<file path="config.mk">
export PLATFORM = sky130hd
export DESIGN_NAME = signed_shape_membership_test_core
export DESIGN_NICKNAME = d
export VERILOG_FILES = /design/src/rtl/core/ssmt_pkg.sv /design/src/rtl/core/signed_shape_membership_test_core.sv
export SDC_FILE = /design/constraint.sdc
export NUM_CORES = 1
export LEC_CHECK = 0
export BUFFER_PORTS_ARGS = -buffer_cell sky130_fd_sc_hd__buf_2
export CELL_PAD_IN_SITES_DETAIL_PLACEMENT = 2
export CELL_PAD_IN_SITES_GLOBAL_PLACEMENT = 2
export CORE_MARGIN = 2
export CORE_UTILIZATION = 40
export DETAILED_ROUTE_END_ITERATION = 10
export PLACE_DENSITY_LB_ADDON = 0.1
export SYNTH_ARGS = -nofsm -noshare
export SYNTH_HDL_FRONTEND = slang
export SYNTH_SLANG_ARGS = --single-unit
</file>
<file path="constraint.sdc">
create_clock -name clock -period 6.9 [get_ports clock]
set_clock_uncertainty 0.1 [all_clocks]
set_input_delay 1.725 -clock clock [delete_from_list [all_inputs] [get_ports clock]]
set_output_delay 1.725 -clock clock [all_outputs]
set_load 0.01 [all_outputs]
</file>
<file path="src/rtl/core/ssmt_pkg.sv">
`default_nettype none
// ----------------------------------------------------------------------------
// ssmt_pkg
// Shared types, sizes and codes of the signed shape membership test core.
// ----------------------------------------------------------------------------
package ssmt_pkg;

   localparam int COORD_MAX  = 1023;
   localparam int MAX_SHAPES = 16;

   localparam int COORD_W = 10;
   localparam int COUNT_W = $clog2(MAX_SHAPES + 1);
   localparam int IDX_W   = (MAX_SHAPES > 1) ? $clog2(MAX_SHAPES) : 1;
   localparam int HITS_W  = COUNT_W + 1;
   localparam int SQ_W    = 2 * COORD_W;

   localparam int REQ_TDATA_W = 48;
   localparam int RSP_TDATA_W = 8;

   typedef enum logic [1:0] {
      FN_RECT  = 2'd0,
      FN_CIRC  = 2'd1,
      FN_QUERY = 2'd2,
      FN_CLEAR = 2'd3
   } func_type;

   typedef enum logic [1:0] {
      ST_OK   = 2'd0,
      ST_AREA = 2'd1,
      ST_FULL = 2'd2
   } status_type;

   typedef struct packed {
      logic               circle;
      logic               minus;
      logic [COORD_W-1:0] a;
      logic [COORD_W-1:0] b;
      logic [COORD_W-1:0] c;
      logic [COORD_W-1:0] d;
   } entry_type;

   function automatic logic out_of_area(input logic [COORD_W-1:0] v);
      return int'(v) > COORD_MAX;
   endfunction

endpackage
`default_nettype wire

</file>
<file path="src/rtl/core/signed_shape_membership_test_core.sv">
`default_nettype none
// ----------------------------------------------------------------------------
// signed_shape_membership_test_core
// Table of signed rectangles and circles; point queries sum signed hits.
// ----------------------------------------------------------------------------
//  channel | dir | tdata (low bit up)                       | tuser
//  req     | in  | negative, coord_a, coord_b, coord_c,     | func
//          |     | coord_d, zero pad                        |
//  rsp     | out | inside_res, entry_count, zero pad        | status
//
//  Add, clear, rejected query and query of an empty table: the result is
//  valid in the cycle after accept.
//  Query: one memory read a cycle for each of the N stored entries from
//  the single shape memory port, then two compute stages and a final compare.
//  One beat at a time; req_tready drops while a query scans.
//  The result register holds its beat until rsp_tready; reset empties it.
//  Synchronous reset zeroes the entry count; the memory needs no clearing.
// ----------------------------------------------------------------------------
module signed_shape_membership_test_core (
   input  wire                             clock,
   input  wire                             reset,
   input  wire                             req_tvalid,
   output logic                            req_tready,
   // negative, coord_a, coord_b, coord_c, coord_d, pad
   input  wire [ssmt_pkg::REQ_TDATA_W-1:0] req_tdata,
   // func
   input  wire [1:0]                       req_tuser,
   output logic                            rsp_tvalid,
   input  wire                             rsp_tready,
   // inside_res, entry_count, pad
   output logic [ssmt_pkg::RSP_TDATA_W-1:0] rsp_tdata,
   // status
   output logic [1:0]                      rsp_tuser
);
   import ssmt_pkg::*;

   typedef enum logic [2:0] {
      S_IDLE   = 3'b001,
      S_SCAN   = 3'b010,
      S_FINISH = 3'b100
   } state_type;

   entry_type shape_mem [MAX_SHAPES];

   state_type          state_ff, state_in;
   logic [COUNT_W-1:0] used_ff, used_in;
   logic               rsp_valid_ff, rsp_valid_in;
   logic               rsp_inside_ff, rsp_inside_in;
   status_type         rsp_status_ff, rsp_status_in;
   logic [COORD_W-1:0] qx_ff, qx_in, qy_ff, qy_in;
   logic               issue_ff, issue_in;
   logic [IDX_W-1:0]   rd_idx_ff, rd_idx_in;
   entry_type          rd_data_ff;
   logic               s1_valid_ff, s1_valid_in, s1_last_ff, s1_last_in;
   logic               s2_valid_ff, s2_last_ff;
   logic [SQ_W-1:0]    dx2_ff, dy2_ff, r2_ff;
   logic               rect_hit_ff, circle_ff, minus_ff;
   logic signed [HITS_W-1:0] hits_ff, hits_in;

   func_type           func;
   logic               neg;
   logic [COORD_W-1:0] ca, cb, cc, cd, dx, dy;
   logic               accept, wr_en, circ_hit, hit;
   entry_type          wr_entry;

   assign func = func_type'(req_tuser);
   assign neg  = req_tdata[0];
   assign ca   = req_tdata[COORD_W:1];
   assign cb   = req_tdata[2*COORD_W:COORD_W+1];
   assign cc   = req_tdata[3*COORD_W:2*COORD_W+1];
   assign cd   = req_tdata[4*COORD_W:3*COORD_W+1];

   assign req_tready = (state_ff == S_IDLE) && (!rsp_valid_ff || rsp_tready);
   assign accept     = req_tvalid && req_tready;

   assign rsp_tvalid = rsp_valid_ff;
   assign rsp_tdata  = {{(RSP_TDATA_W - COUNT_W - 1){1'b0}}, used_ff, rsp_inside_ff};
   assign rsp_tuser  = rsp_status_ff;

   assign dx = (qx_ff >= rd_data_ff.a) ? qx_ff - rd_data_ff.a : rd_data_ff.a - qx_ff;
   assign dy = (qy_ff >= rd_data_ff.b) ? qy_ff - rd_data_ff.b : rd_data_ff.b - qy_ff;

   assign circ_hit = ({1'b0, dx2_ff} + {1'b0, dy2_ff}) <= {1'b0, r2_ff};
   assign hit      = circle_ff ? circ_hit : rect_hit_ff;

   always_comb begin
      state_in      = state_ff;
      used_in       = used_ff;
      rsp_valid_in  = rsp_valid_ff && !rsp_tready;
      rsp_inside_in = rsp_inside_ff;
      rsp_status_in = rsp_status_ff;
      qx_in         = qx_ff;
      qy_in         = qy_ff;
      issue_in      = issue_ff;
      rd_idx_in     = rd_idx_ff;
      s1_valid_in   = 1'b0;
      s1_last_in    = 1'b0;
      hits_in       = hits_ff;
      wr_en         = 1'b0;
      wr_entry      = '{circle: (func == FN_CIRC), minus: neg, a: ca, b: cb, c: cc,
                        d: (func == FN_CIRC) ? '0 : cd};
      case (state_ff)
         S_IDLE: begin
            if (accept) begin
               rsp_inside_in = 1'b0;
               rsp_status_in = ST_OK;
               case (func)
                  FN_RECT, FN_CIRC: begin
                     rsp_valid_in = 1'b1;
                     if (out_of_area(ca) || out_of_area(cb) || out_of_area(cc) ||
                         (func == FN_RECT && out_of_area(cd))) begin
                        rsp_status_in = ST_AREA;
                     end else if (used_ff >= COUNT_W'(MAX_SHAPES)) begin
                        rsp_status_in = ST_FULL;
                     end else begin
                        wr_en   = 1'b1;
                        used_in = used_ff + 1'b1;
                     end
                  end
                  FN_QUERY: begin
                     if (out_of_area(ca) || out_of_area(cb)) begin
                        rsp_valid_in  = 1'b1;
                        rsp_status_in = ST_AREA;
                     end else if (used_ff == '0) begin
                        rsp_valid_in = 1'b1;
                     end else begin
                        rsp_valid_in = 1'b0;
                        qx_in        = ca;
                        qy_in        = cb;
                        issue_in     = 1'b1;
                        rd_idx_in    = '0;
                        hits_in      = '0;
                        state_in     = S_SCAN;
                     end
                  end
                  default: begin
                     rsp_valid_in = 1'b1;
                     used_in      = '0;
                  end
               endcase
            end
         end
         S_SCAN: begin
            if (issue_ff) begin
               s1_valid_in = 1'b1;
               rd_idx_in   = rd_idx_ff + 1'b1;
               if (rd_idx_ff == IDX_W'(used_ff - 1'b1)) begin
                  s1_last_in = 1'b1;
                  issue_in   = 1'b0;
               end
            end
            if (s2_valid_ff) begin
               if (hit) begin
                  hits_in = minus_ff ? hits_ff - 1'b1 : hits_ff + 1'b1;
               end
               if (s2_last_ff) begin
                  state_in = S_FINISH;
               end
            end
         end
         S_FINISH: begin
            rsp_valid_in  = 1'b1;
            rsp_inside_in = hits_ff > 0;
            rsp_status_in = ST_OK;
            state_in      = S_IDLE;
         end
         default: begin
            state_in = S_IDLE;
         end
      endcase
   end

   // no read can meet a write: the scan only runs with the request side closed
   always_ff @(posedge clock) begin
      if (wr_en) begin
         shape_mem[used_ff[IDX_W-1:0]] <= wr_entry;
      end
      rd_data_ff <= shape_mem[rd_idx_ff];
   end

   always_ff @(posedge clock) begin
      if (reset) begin
         state_ff     <= S_IDLE;
         used_ff      <= '0;
         rsp_valid_ff <= 1'b0;
         issue_ff     <= 1'b0;
         s1_valid_ff  <= 1'b0;
         s1_last_ff   <= 1'b0;
         s2_valid_ff  <= 1'b0;
         s2_last_ff   <= 1'b0;
      end else begin
         state_ff     <= state_in;
         used_ff      <= used_in;
         rsp_valid_ff <= rsp_valid_in;
         issue_ff     <= issue_in;
         s1_valid_ff  <= s1_valid_in;
         s1_last_ff   <= s1_last_in;
         s2_valid_ff  <= s1_valid_ff;
         s2_last_ff   <= s1_valid_ff && s1_last_ff;
      end
   end

   always_ff @(posedge clock) begin
      rsp_inside_ff <= rsp_inside_in;
      rsp_status_ff <= rsp_status_in;
      qx_ff         <= qx_in;
      qy_ff         <= qy_in;
      rd_idx_ff     <= rd_idx_in;
      hits_ff       <= hits_in;
      dx2_ff        <= SQ_W'(dx) * SQ_W'(dx);
      dy2_ff        <= SQ_W'(dy) * SQ_W'(dy);
      r2_ff         <= SQ_W'(rd_data_ff.c) * SQ_W'(rd_data_ff.c);
      rect_hit_ff   <= (qx_ff >= rd_data_ff.a) && (qy_ff >= rd_data_ff.b) &&
                       (qx_ff <= rd_data_ff.c) && (qy_ff <= rd_data_ff.d);
      circle_ff     <= rd_data_ff.circle;
      minus_ff      <= rd_data_ff.minus;
   end

endmodule
`default_nettype wire

</file>
# Yosys cells after proc, flatten, opt, wreduce, memory -nomap -nowiden
# Memory sizes are Yosys's and may differ from the RTL's. A register that Yosys moved wholly into a read port is not among the register bits.
# Index checks and enable logic that the tools add are counted.
# W data, S select, Z words.
op_classes:
  n_addsub: 10
  mul: 3
  order_cmp: 7
  eq_ne: 14
  n_mux: 48
  bitwise_logic: 4
  reduce_logical: 24
op_table:
  columns: ["operator", "count"]
  rows:
  - ["$mul A10 B10 Y20", 3]
  - ["$sub A10 B10 Y10", 4]
  - ["$mux W6", 6]
  - ["$mux W10", 3]
  - ["$add A20 B20 Y21", 1]
  - ["$le A21 B20 Y1", 1]
  - ["$ge A10 B10 Y1", 2]
  - ["$le A10 B10 Y1", 2]
  - ["$mux W1", 18]
  - ["$mux W4", 4]
  - ["$mux W3", 5]
  - ["$ne A2 B2 Y1 const B", 7]
  - ["$pmux W6 S2", 1]
  - ["$reduce_and A4 Y1", 3]
  - ["$pmux W5 S2", 1]
  - ["$reduce_and A5 Y1", 2]
  - ["$pmux W4 S2", 1]
  - ["$logic_and A1 B1 Y1", 7]
  - ["$add A6 B1 Y6 const B", 1]
  - ["$gt A6 B1 Y1 const B", 1]
  - ["$mux W2", 3]
  - ["$pmux W1 S2", 3]
  - ["$pmux W3 S2", 1]
  - ["$reduce_and A6 Y1", 1]
  - ["other kinds (23)", 29]
word_totals:
  register_bits: 110
  ram_bits: 672
  input_bits: 54
  output_inout_bits: 12
  wordCells: 131
  memories: 1
memory_table:
  columns: ["memory", "words", "word_bits", "rd", "rd_ports_with_merged_regs", "wr", "line_no", "rtl"]
  rows:
  - ["shape_mem", 16, 42, 1, 1, 1, "signed_shape_membership_test_core.sv:43", "entry_type shape_mem [MAX_SHAPES];"]

# Depth between registers and ports, before layout
# Gate-level depths: netlist of the first run.
depth:
  word_depth: 8
  mapped_depth: 32
  depth_no_buf: 32

# Worst setup path after synthesis of the first run
# Ideal clock, no wire load.
synth_timing:
  path_type: "flip-flop to flip-flop"
  from: "register qx_ff[0]"
  to: "register dx2_ff[18]"
  setup_time_ns: 0.072
  arrival_time_ns: 7.417
  required_time_ns: 6.728
  path_slack_ns: -0.689
  path_stages_with_launch: 30
  n_path_buf: 0
  period_less_slack_ns: 7.589
  path_cell_list: "edfxtp_1 inv_1 ha_1 inv_1 fa_1 a21o_1 a211oi_2 o211a_4 nor2_2 mux2_2 a21o_1 or2_2 xor2_1 inv_1 nor2_1 inv_1 fa_1 fa_1 fa_1 inv_1 fa_1 fa_1 ha_1 nor2b_1 o21a_1 o31a_1 o41ai_1 o2111ai_1 a21oi_1 xnor2_1"
synth_via:
  elab_chain_cells: 3
  elab_cells_between_ends: 5
  classes_between: "add/sub: 2; mul: 1; order compare: 1; mux: 1"
synth_rtl:
  columns: ["item", "line_no", "rtl"]
  rows:
  - ["start: declaration", "signed_shape_membership_test_core.sv:50", "logic [COORD_W-1:0] qx_ff, qx_in, qy_ff, qy_in;"]
  - ["start signal: assignment", "signed_shape_membership_test_core.sv:206", "qx_ff <= qx_in;"]
  - ["$sub A10 B10 Y10 or $ge A10 B10 Y1 (tied branches)", "signed_shape_membership_test_core.sv:80", "assign dx = (qx_ff >= rd_data_ff.a) ? qx_ff - rd_data_ff.a : rd_data_ff.a - qx_ff;"]
  - ["$mux W10 *", "signed_shape_membership_test_core.sv:80", null]
  - ["$mul A10 B10 Y20 *", "signed_shape_membership_test_core.sv:210", "dx2_ff <= SQ_W'(dx) * SQ_W'(dx);"]
  - ["end signal: assignment", "signed_shape_membership_test_core.sv:210", null]
  - ["end: declaration", "signed_shape_membership_test_core.sv:56", "logic [SQ_W-1:0] dx2_ff, dy2_ff, r2_ff;"]
# Every way passes the cells marked *; elsewhere a longest branch is shown, timed or not.
# A chain may end at the register's enable or synchronous reset.

# Worst setup path in the final report of the first run
# Ends and elaborated chain as after synthesis.

==> flow_results.org, run 1 <==
** STA
- Slew at the pin with the worst max-slew slack :: 1.322 ns
- Setup TNS :: -5.166 ns
- Headroom to the max-slew limit came out at 0.1186.
- Derived from the worst setup path, the maximum achievable clock frequency is ~130 MHz.
- The final max-slew violation count came to 0.
- Part of the cycle the worst path needs :: 1.083
- Final hold violation count :: 0
- Setup slack of the critical path after layout :: -0.5756 ns
- The routed design could run at a clock period as short as 7.476 ns.
- Setup repair after global routing could not meet its margin everywhere.
- Setup violations remaining at the end of the flow were counted as 16.

** Setup path
- Worst setup slack for register-to-register paths :: -0.58 ns
- The endpoint identified for the worst register-to-register timing path is dx2_ff[18]$_DFF_P_.
- Worst reg-to-reg path cell count :: 30
- In this run the worst setup path begins at qx_ff[0]$_DFFE_PP_.
- Startpoint types :: flop
- Data on the critical path is required at its endpoint by about 7.4 ns.
- Most frequent CP cell :: sky130_fd_sc_hd__fa_1
- For this run, the slowest stage of the critical path takes 0.53 ns.
- Of all nets on the critical path, the largest fanout is 5.
- Type of destination of the critical path :: flop
- Source of the worst register-to-register timing path :: qx_ff[0]$_DFFE_PP_
- Termination of the worst setup path :: dx2_ff[18]$_DFF_P_
- Arrival @ worst endpoint :: 7.96 ns
- Crit path max-delay cell type :: sky130_fd_sc_hd__fa_1
- The critical path in this run is classified as reg2reg.

** CTS
- Clock-pin slew reported for the worst setup and hold paths after clock tree synthesis :: around 0.06 ns
- The clock tree synthesis step divided the H-tree into 3 levels.
- CTS Buf Count :: 88
- Hold repair after CTS inserted 0 buffers.
- TritonCTS built the clock tree.
- Clock tree root driver cell :: sky130_fd_sc_hd__clkbuf_16
- Clock Latency Late Sink :: ~0.7 ns
- In this run the deepest clock path goes through 3 buffers.
- CTS saw about 800 sinks.

** Routing
- Vias after detailed routing :: ~24k
- After detailed routing, the average wire length per cell comes to 26.74 um.
- After the first detailed-routing iteration, the DRC count stood at 1602.
- Residual DRC count :: 0
- Before antenna repair, the detailed router went through 5 iterations.
- After detailed routing, the number of vias per cell comes to 5.389.
- Number of nets still failing antenna checks after routing :: 0
- Total length of routed wires :: 118700 um

** Floorplanning
- Floorplan die height :: 322.7 um
- Top-level I/O count :: 66
- Horizontal die dimension :: approximately 320 um
- For this configuration, the core starts out at a cell density of 0.4045.
- The floorplan has between 100 and 150 rows.
- Die Outline Area :: approximately 0.10 sq mm
- In this run the standard cell core region covers 0.1004 sq mm.

** Synth
- By area the synthesized netlist is led by sky130_fd_sc_hd__edfxtp_1, sky130_fd_sc_hd__mux4_2, sky130_fd_sc_hd__ha_1.
- Summing every instance area after synthesis gives 0.04063 sq mm.
- Ranking of synthesized cells by instance count :: sky130_fd_sc_hd__edfxtp_1, sky130_fd_sc_hd__inv_1, sky130_fd_sc_hd__ha_1, sky130_fd_sc_hd__mux4_2, sky130_fd_sc_hd__nor2_1
- For this run, asynchronously set or reset flops after synthesis account for 0.
- Portion of synthesized cell area occupied by the leading cell type :: 0.5204
- Count of state elements after synthesis :: 820
- Synthesis instantiated approximately 80 different standard cells from the library.
- The synthesized design contains 704 enable-type register cells.
- Among all cell types in the netlist, the one instantiated most often is sky130_fd_sc_hd__edfxtp_1.
- Post-Synthesis Mean Instance Area :: 15.54 sq um
- Cells after synthesis :: roughly 2.6k
- Dominant register cell in the synthesized netlist :: sky130_fd_sc_hd__edfxtp_1
- Of the synthesized area, sequential elements account for 0.5775.
- Yosys warning count :: 0
- Post-synthesis cell type with the largest combined area :: sky130_fd_sc_hd__edfxtp_1

** GRT
- The number of antenna violations at the first check in global routing is 14.
- Via count of the first global-routing pass :: 26.95k
- For this run the aggregate overflow at the end of global routing stands at 0.
- The first global-routing pass estimated 177000 um of wire.
- Entering global routing, the biggest net connects around 140 pins.
- Global routing usage summed across all routing layers :: 0.2321

** Pwr
- Share of total power in combinational logic :: 0.425
- The share of total power dissipated in the clock network is 0.267.
- Switching share of power :: 0.3245
- Reported leakage power :: 19.00 nW
- In this run the power spent charging and discharging nets is 6.025 mW.
- Cell Int Power :: 12.54 mW
- Power density relative to cell area :: 377.3 mW/mm^2
- Worst-case vdd ir drop :: approximately 600 uV
- Of the total power, registers draw 0.307.

** Placed design
- Buffers on Ports :: 55
- Placed wire-length estimate :: 76640 um
- Routability-driven placement finished with a final weighted congestion of 0.7962.
- After detailed placement, the design holds a cell count of 4232.

** Outcome
- Run status :: finished with violations
- Violations in the final reports :: setup timing

** Finish
- Area growth from synthesis to layout :: 21.12%
- Final layout net count :: 3459
- Once layout is complete, the cells apart from fillers number 4439.
- At the end of the flow the core is filled with cells to 0.4899.
- In the final layout, the share of cells above drive strength 1 is 0.3000.
- The filler cells instantiated in the layout total 9355.

** Run
- Max Cap Violations :: 0

** Hold path
- Tightest Hold Check Type :: reg2reg
## critical path, delay by kind of cell, from the launching register on
kind            cells  cell delay [ns]
xor+xnor            1             0.12
fa+ha+maj           8             3.19
buf+inv             7             0.76
simple gates        3             0.41
flops               1             0.40
compound gates     10             2.13
mux                 1             0.33
## final cells by class
cell class	instances	area, sq um	area share
well taps	1357	1698	0.03451
diodes	2	5.005	0.0001017
clock buffers	112	2352	0.04780
repair buffers	380	3110	0.06321
multi-input cells	1424	16820	0.3419
inverters	295	1112	0.02261
clock inverters	49	641.9	0.01304
flip-flops and latches	820	23460	0.4768
## routing by layer
layer	routed length, um	track usage	vias to the layer above
met2	61500	0.4124	552
li1	-	-	10470
met4	3539	0.06822	8
met3	4349	0.02876	215
met1	49240	0.2974	12680
met5	55	0	-
## cells in the final DEF, fill, tap and decap left out, drive strengths merged, types with 7 or more instances in the layout
cell,netlist,layout
edfxtp,704,704
buf,20,380
inv,294,299
ha,250,250
mux4,210,210
nor2,171,171
fa,146,146
dfxtp,116,116
clkbuf,58,112
a21oi,85,85
xnor2,79,79
nand2,69,69
o21ai,39,39
a21o,32,32
xor2,32,32
clkinv,1,31
nor2b,28,28
nor3,28,28
nand2b,27,27
and2,24,24
nand3,23,23
or2,19,19
o21bai,16,16
o21a,13,13
bufinv,0,12
nand4,11,11
mux2i,10,10
and3,8,8
o211ai,7,7
mux2,7,7
a211oi,7,7
## worst min path at each step
stage / from / to / slack [ns] / cells after the start
floorplan: rd_data_ff[41]$_DFF_P_ / circle_ff$_DFF_P_ / 0.21 / 0
global placement: rd_data_ff[41]$_DFF_P_ / circle_ff$_DFF_P_ / 0.27 / 0
detailed placement: rd_data_ff[41]$_DFF_P_ / circle_ff$_DFF_P_ / 0.28 / 0
CTS: rd_data_ff[41]$_DFF_P_ / circle_ff$_DFF_P_ / 0.28 / 0
global route: rd_data_ff[41]$_DFF_P_ / circle_ff$_DFF_P_ / 0.30 / 0
finish: rd_data_ff[41]$_DFF_P_ / circle_ff$_DFF_P_ / 0.29 / 0
## power groups by stage
stage / logic [mW] / registers [mW] / clock network, mW
floorplan: 4.11 / 5.76 / 0
global placement: 6.12 / 5.81 / 0
detailed placement: 6.44 / 5.82 / 0
CTS: 7.32 / 5.72 / 5.08
global route: 8.73 / 5.72 / 5.24
finish: 7.90 / 5.71 / 4.96
## flip-flops by register name (all words and copies together), names as in the netlist, 3 cells and up
| signal | cells |
|---|---|
| shape_mem | 672 |
| rd_data_ff | 42 |
| dx2_ff | 19 |
| dy2_ff | 19 |
| r2_ff | 19 |
| qx_ff | 10 |
| qy_ff | 10 |
| hits_ff | 6 |
| used_ff | 5 |
| rd_idx_ff | 4 |
| state_ff | 3 |
## through the flow
stage / hold slack, ns / instance area [sq um] / setup slack, ns / power, mW
3_5_place_dp: 0.2765 / 45060 / -0.8962 / 12.26
4_1_cts: 0.2834 / 48800 / -0.6485 / 18.11
5_1_grt: 0.3042 / 49200 / -0.9031 / 19.69
3_3_place_gp: 0.2703 / 45060 / -0.6942 / 11.93
2_1_floorplan: 0.2096 / 40880 / -0.3858 / 9.864
6_report: 0.2885 / 49210 / -0.5756 / 18.57
## what timing repair did
action                     in CTS  in global routing
pin swaps                      84                 73
setup endpoints to repair      21                 22
resized for setup             110                 68
setup buffers                  32                 17
## cell families after synthesis
logic type / Yosys count / synth area share
simple gates: 422 / 0.04940
other cells: 1 / 0.00009230
mux: 227 / 0.1208
fa+ha+maj: 396 / 0.1489
xor+xnor: 111 / 0.02430
compound gates: 265 / 0.04401
flops: 820 / 0.5775
buf+inv: 373 / 0.03492
No activity file was read; power rests on OpenSTA's default activity.
==> run 2, diff against run 1 <==
Settings changed: SETUP_SLACK_MARGIN set to 0.2.
==> run 2 against run 1 <==
Count of clock-buffer cells in the layout rose by 8; maximum frequency rose by 0.56%; critical endpoint unchanged; via count fell by 1.5%; register-to-register slack improved by 0.04 ns; setup slack improved by 0.042 ns; the flow still finishes with violations (setup timing); sequential power barely moved; critical path type unchanged; highest routed layer unchanged; first-iteration DRC count fell by 4.9%; die area did not move; core utilization barely moved; global-route usage fell by 0.52 points.
==> flow_results.org, run 2 (synthesized netlist as in run 1, its figures left out) <==
** Outcome
- Run status :: finished with violations (unchanged)
- Violations in the final reports :: setup timing (unchanged)

** Routing
- Total length of routed wires :: 116500 um (was 118700 um)
- Vias after detailed routing :: 23.55k (was 23.92k)
- The number of routed nets with antenna violations came to 0 (unchanged).
- Avg Vias per Cell :: 5.314 (was 5.389)
- The routed length per placed instance was 26.28 um (was 26.74 um).
- Count of routing violations after the opening detailed-route iteration :: 1523 (was 1602)
- The DRC violation count after routing is 0 (unchanged).
- Iteration count of the initial detailed-routing pass :: 5 (unchanged)

** Floorplanning
- Horizontal die dimension :: 322.7 um (unchanged)
- Num rows :: 116 (unchanged)
- The total I/O pin count is 66 (unchanged).
- Initial Utilization :: 0.4045 (unchanged)
- Die Outline Area :: 0.1041 sq mm (unchanged)
- The core region area was 0.1004 sq mm (unchanged).
- Floorplan die height :: 322.7 um (unchanged)

** CTS
- The clock tree buffer depth is 3 (unchanged).
- Clock-pin slew reported for the worst setup and hold paths after clock tree synthesis :: 0.06 ns (about the same)
- The hold-fix buffer count after cts came to 0 (unchanged).
- CTS tree :: done (unchanged)
- Clock Sink Count :: 820 (unchanged)
- The count of H-tree levels built during CTS is 3 (unchanged).
- Clock tree root driver cell :: sky130_fd_sc_hd__clkbuf_16 (unchanged)
- The source-to-sink clock delay at the later pin of the worst-skew pair is 0.67 ns (was 0.68 ns).
- CTS Buf Count :: 89 (was 88)

** GRT
- The global router's overall resource usage is 0.2269 (was 0.2321).
- M1 GR Usage :: 0.2915 (was 0.2974)
- The total global routing overflow was 0 (unchanged).
- The met2 capacity usage during global routing came to 0.4041 (was 0.4124).
- Wire length of the first global-routing pass :: 173500 um (was 177000 um)
- Initial antenna violation count :: 12 (was 14)
- Via count of the first global-routing pass :: 26.70k (was 26.95k)
- GR Layer Usage met3 :: 0.03340 (was 0.02876)
- The pin count of the biggest net entering global routing came to 122 (was 142).
- Grt peak-use layer :: met2 (unchanged)

** STA
- Unrepaired setup endpoints after global routing: yes (unchanged).
- The highest clock frequency the design can meet was 134.5 MHz (was 133.8 MHz).
- Number of pins exceeding their max-slew limit in the final report :: 0 (unchanged)
- Final hold violation count :: 0 (unchanged)
- Part of the cycle the worst path needs :: 1.077 (was 1.083)
- The relative slew slack came to 0.3625 (was 0.1186).
- The post-route minimum period is 7.434 ns (was 7.476 ns).
- The final setup violation count was 21 (was 16).
- Setup slack of the critical path after layout :: -0.5340 ns (was -0.5756 ns)
- Slew at the pin with the worst max-slew slack :: 0.9563 ns (was 1.322 ns)

** Hold path
- The class of the worst hold path was reg2reg (unchanged).

** Setup path
- The required time of the worst setup path is 7.38 ns (about the same).
- Termination of the worst setup path :: dx2_ff[18]$_DFF_P_ (unchanged)
- The cell repeated most along the worst path is sky130_fd_sc_hd__fa_1 (unchanged).
- The highest fanout seen on the critical path was 4 (was 5).
- The startpoint type of the worst setup path is a flop (unchanged).
- The logic depth of the worst register-to-register path came to 28 (was 30).
- Reg-to-reg critical path endpoint :: dx2_ff[18]$_DFF_P_ (unchanged)
- The type of the worst setup path is reg2reg (unchanged).
- The cell at the slowest stage of the critical path was sky130_fd_sc_hd__fa_1 (unchanged).
- The category of the worst setup path capture point was a flop (unchanged).
- The register-to-register setup slack came to -0.53 ns (was -0.58 ns).
- Arrival @ worst endpoint :: 7.92 ns (was 7.96 ns)
- The launching element of the worst setup path is qx_ff[0]$_DFFE_PP_ (unchanged).
- Max incr delay on CP :: 0.54 ns (was 0.53 ns)
- Source of the worst register-to-register timing path :: qx_ff[0]$_DFFE_PP_ (unchanged)

** Finish
- Commonest non-fill, non-tap cells in the layout :: sky130_fd_sc_hd__edfxtp_1, sky130_fd_sc_hd__inv_1, sky130_fd_sc_hd__buf_4 (was sky130_fd_sc_hd__edfxtp_1, sky130_fd_sc_hd__buf_4, sky130_fd_sc_hd__inv_1)
- The sequential cell area was 0.02346 sq mm (unchanged).
- Flip-flop count of the largest register, all copies and words added :: 672 (unchanged)
- Share of final-layout standard cells stronger than drive strength 1 :: 0.3013 (was 0.3000)
- Final layout net count :: 3447 (was 3459)
- The final cell count without fillers came to 4432 (was 4439).
- Fillers :: 9391 (was 9355)
- Area taken by multi-input logic gates :: 0.01693 sq mm (was 0.01682 sq mm)
- Area growth from synthesis to layout :: 21.08% (was 21.12%)
- The most common library cell in the layout ignoring fill and taps is sky130_fd_sc_hd__edfxtp_1 (unchanged).

** Pwr
- The total power divided by cell area was 384.8 mW/mm^2 (was 377.3 mW/mm^2).
- Reg power frac :: 0.302 (was 0.307)
- Share of total power in combinational logic :: 0.434 (was 0.425)
- Reported leakage power :: 18.94 nW (was 19.00 nW)
- Net switching power :: 6.194 mW (was 6.025 mW)
- The switching power share of the total was 0.3272 (was 0.3245).
- Worst-case vdd ir drop :: 450.6 uV (was 600.8 uV)
- The total internal power is 12.74 mW (was 12.54 mW).
- Clock network power share :: 0.264 (was 0.267)

** Placed design
- Buffers on Ports :: 55 (unchanged)
- GPL Wtd Cong :: 0.8137 (was 0.7962)
- The post-placement worst setup slack is -0.9157 ns (was -0.8962 ns).
- Placed wire-length estimate :: 76140 um (was 76640 um)
- Cells after DPL :: 4219 (was 4232)

** Run
- Max Cap Violations :: 0 (unchanged)
run 2: cell types whose count changed in the layout (fill, tap and decap cells not counted), sizes merged:
| cell | before | now |
|---|---|---|
| buf | 380 | 367 |
| clkinvlp | 2 | 5 |
| clkinv | 31 | 29 |
| clkbuf | 112 | 120 |
| bufinv | 12 | 9 |
run 2: worst max-delay path: cells and delay by family, from the launching register on:
family / cells / cell delay (ns)
AO/OA/AOI/OAI: 11 / 2.67
flip-flops: 1 / 0.40
XOR/XNOR: 2 / 0.30
adder cells (fa/ha/maj): 8 / 3.13
AND/OR/NAND/NOR: 2 / 0.19
buffers and inverters: 4 / 0.24
multiplexers: 1 / 0.33
run 2: power by group through the flow:
| stage | clock network, mW | logic [mW] | registers [mW] |
|---|---|---|---|
| 2_1_floorplan | 0 | 4.12 | 5.76 |
| 3_3_place_gp | 0 | 6.15 | 5.83 |
| 3_5_place_dp | 0 | 6.45 | 5.83 |
| 4_1_cts | 5.10 | 7.47 | 5.72 |
| 5_1_grt | 5.26 | 9.08 | 5.72 |
| 6_report | 4.99 | 8.22 | 5.71 |
run 2: worst min-delay path by stage:
stage / endpoint / slack, ns / cells after the start / from
global placement: circle_ff$_DFF_P_ / 0.22 / 0 / rd_data_ff[41]$_DFF_P_
CTS: circle_ff$_DFF_P_ / 0.24 / 0 / rd_data_ff[41]$_DFF_P_
finish: circle_ff$_DFF_P_ / 0.24 / 0 / rd_data_ff[41]$_DFF_P_
detailed placement: circle_ff$_DFF_P_ / 0.23 / 0 / rd_data_ff[41]$_DFF_P_
global route: circle_ff$_DFF_P_ / 0.25 / 0 / rd_data_ff[41]$_DFF_P_
floorplan: circle_ff$_DFF_P_ / 0.21 / 0 / rd_data_ff[41]$_DFF_P_
run 2: per-layer routing:
layer / vias up / wire length (um)
met3: 180 / 4419
met5: - / 24
li1: 10430 / -
met2: 464 / 60420
met4: 4 / 2840
met1: 12470 / 48780
run 2: final cells by class:
| class | instances | area share |
|---|---|---|
| Sequential cell | 820 | 0.4770 |
| Multi-Input combinational cell | 1424 | 0.3442 |
| Clock buffer | 120 | 0.05036 |
| Antenna cell | 2 | 0.0001017 |
| Timing Repair Buffer | 367 | 0.05942 |
| Inverter | 295 | 0.02277 |
| Clock inverter | 47 | 0.01165 |
| Tap cell | 1357 | 0.03452 |
run 2: per-stage QoR:
step           hold slack (ns)    util  cell area [sq um]  power, mW  setup TNS, ns
2_1_floorplan           0.2096       -              40890      9.882         -1.449
5_1_grt                 0.2543  0.4897              49190      20.07         -11.95
3_5_place_dp            0.2305  0.4466              44860      12.28         -10.85
4_1_cts                 0.2394  0.4847              48680      18.29         -5.561
3_3_place_gp            0.2162  0.4466              44860      11.98         -7.420
6_report                0.2367  0.4898              49190      18.93         -5.980
run 2: what timing repair did:
item | in CTS | in global routing
pin swaps | 87 | 57
resized for setup | 114 | 80
buffers inserted | 32 | 12
endpoints found under the setup margin | 23 | 23
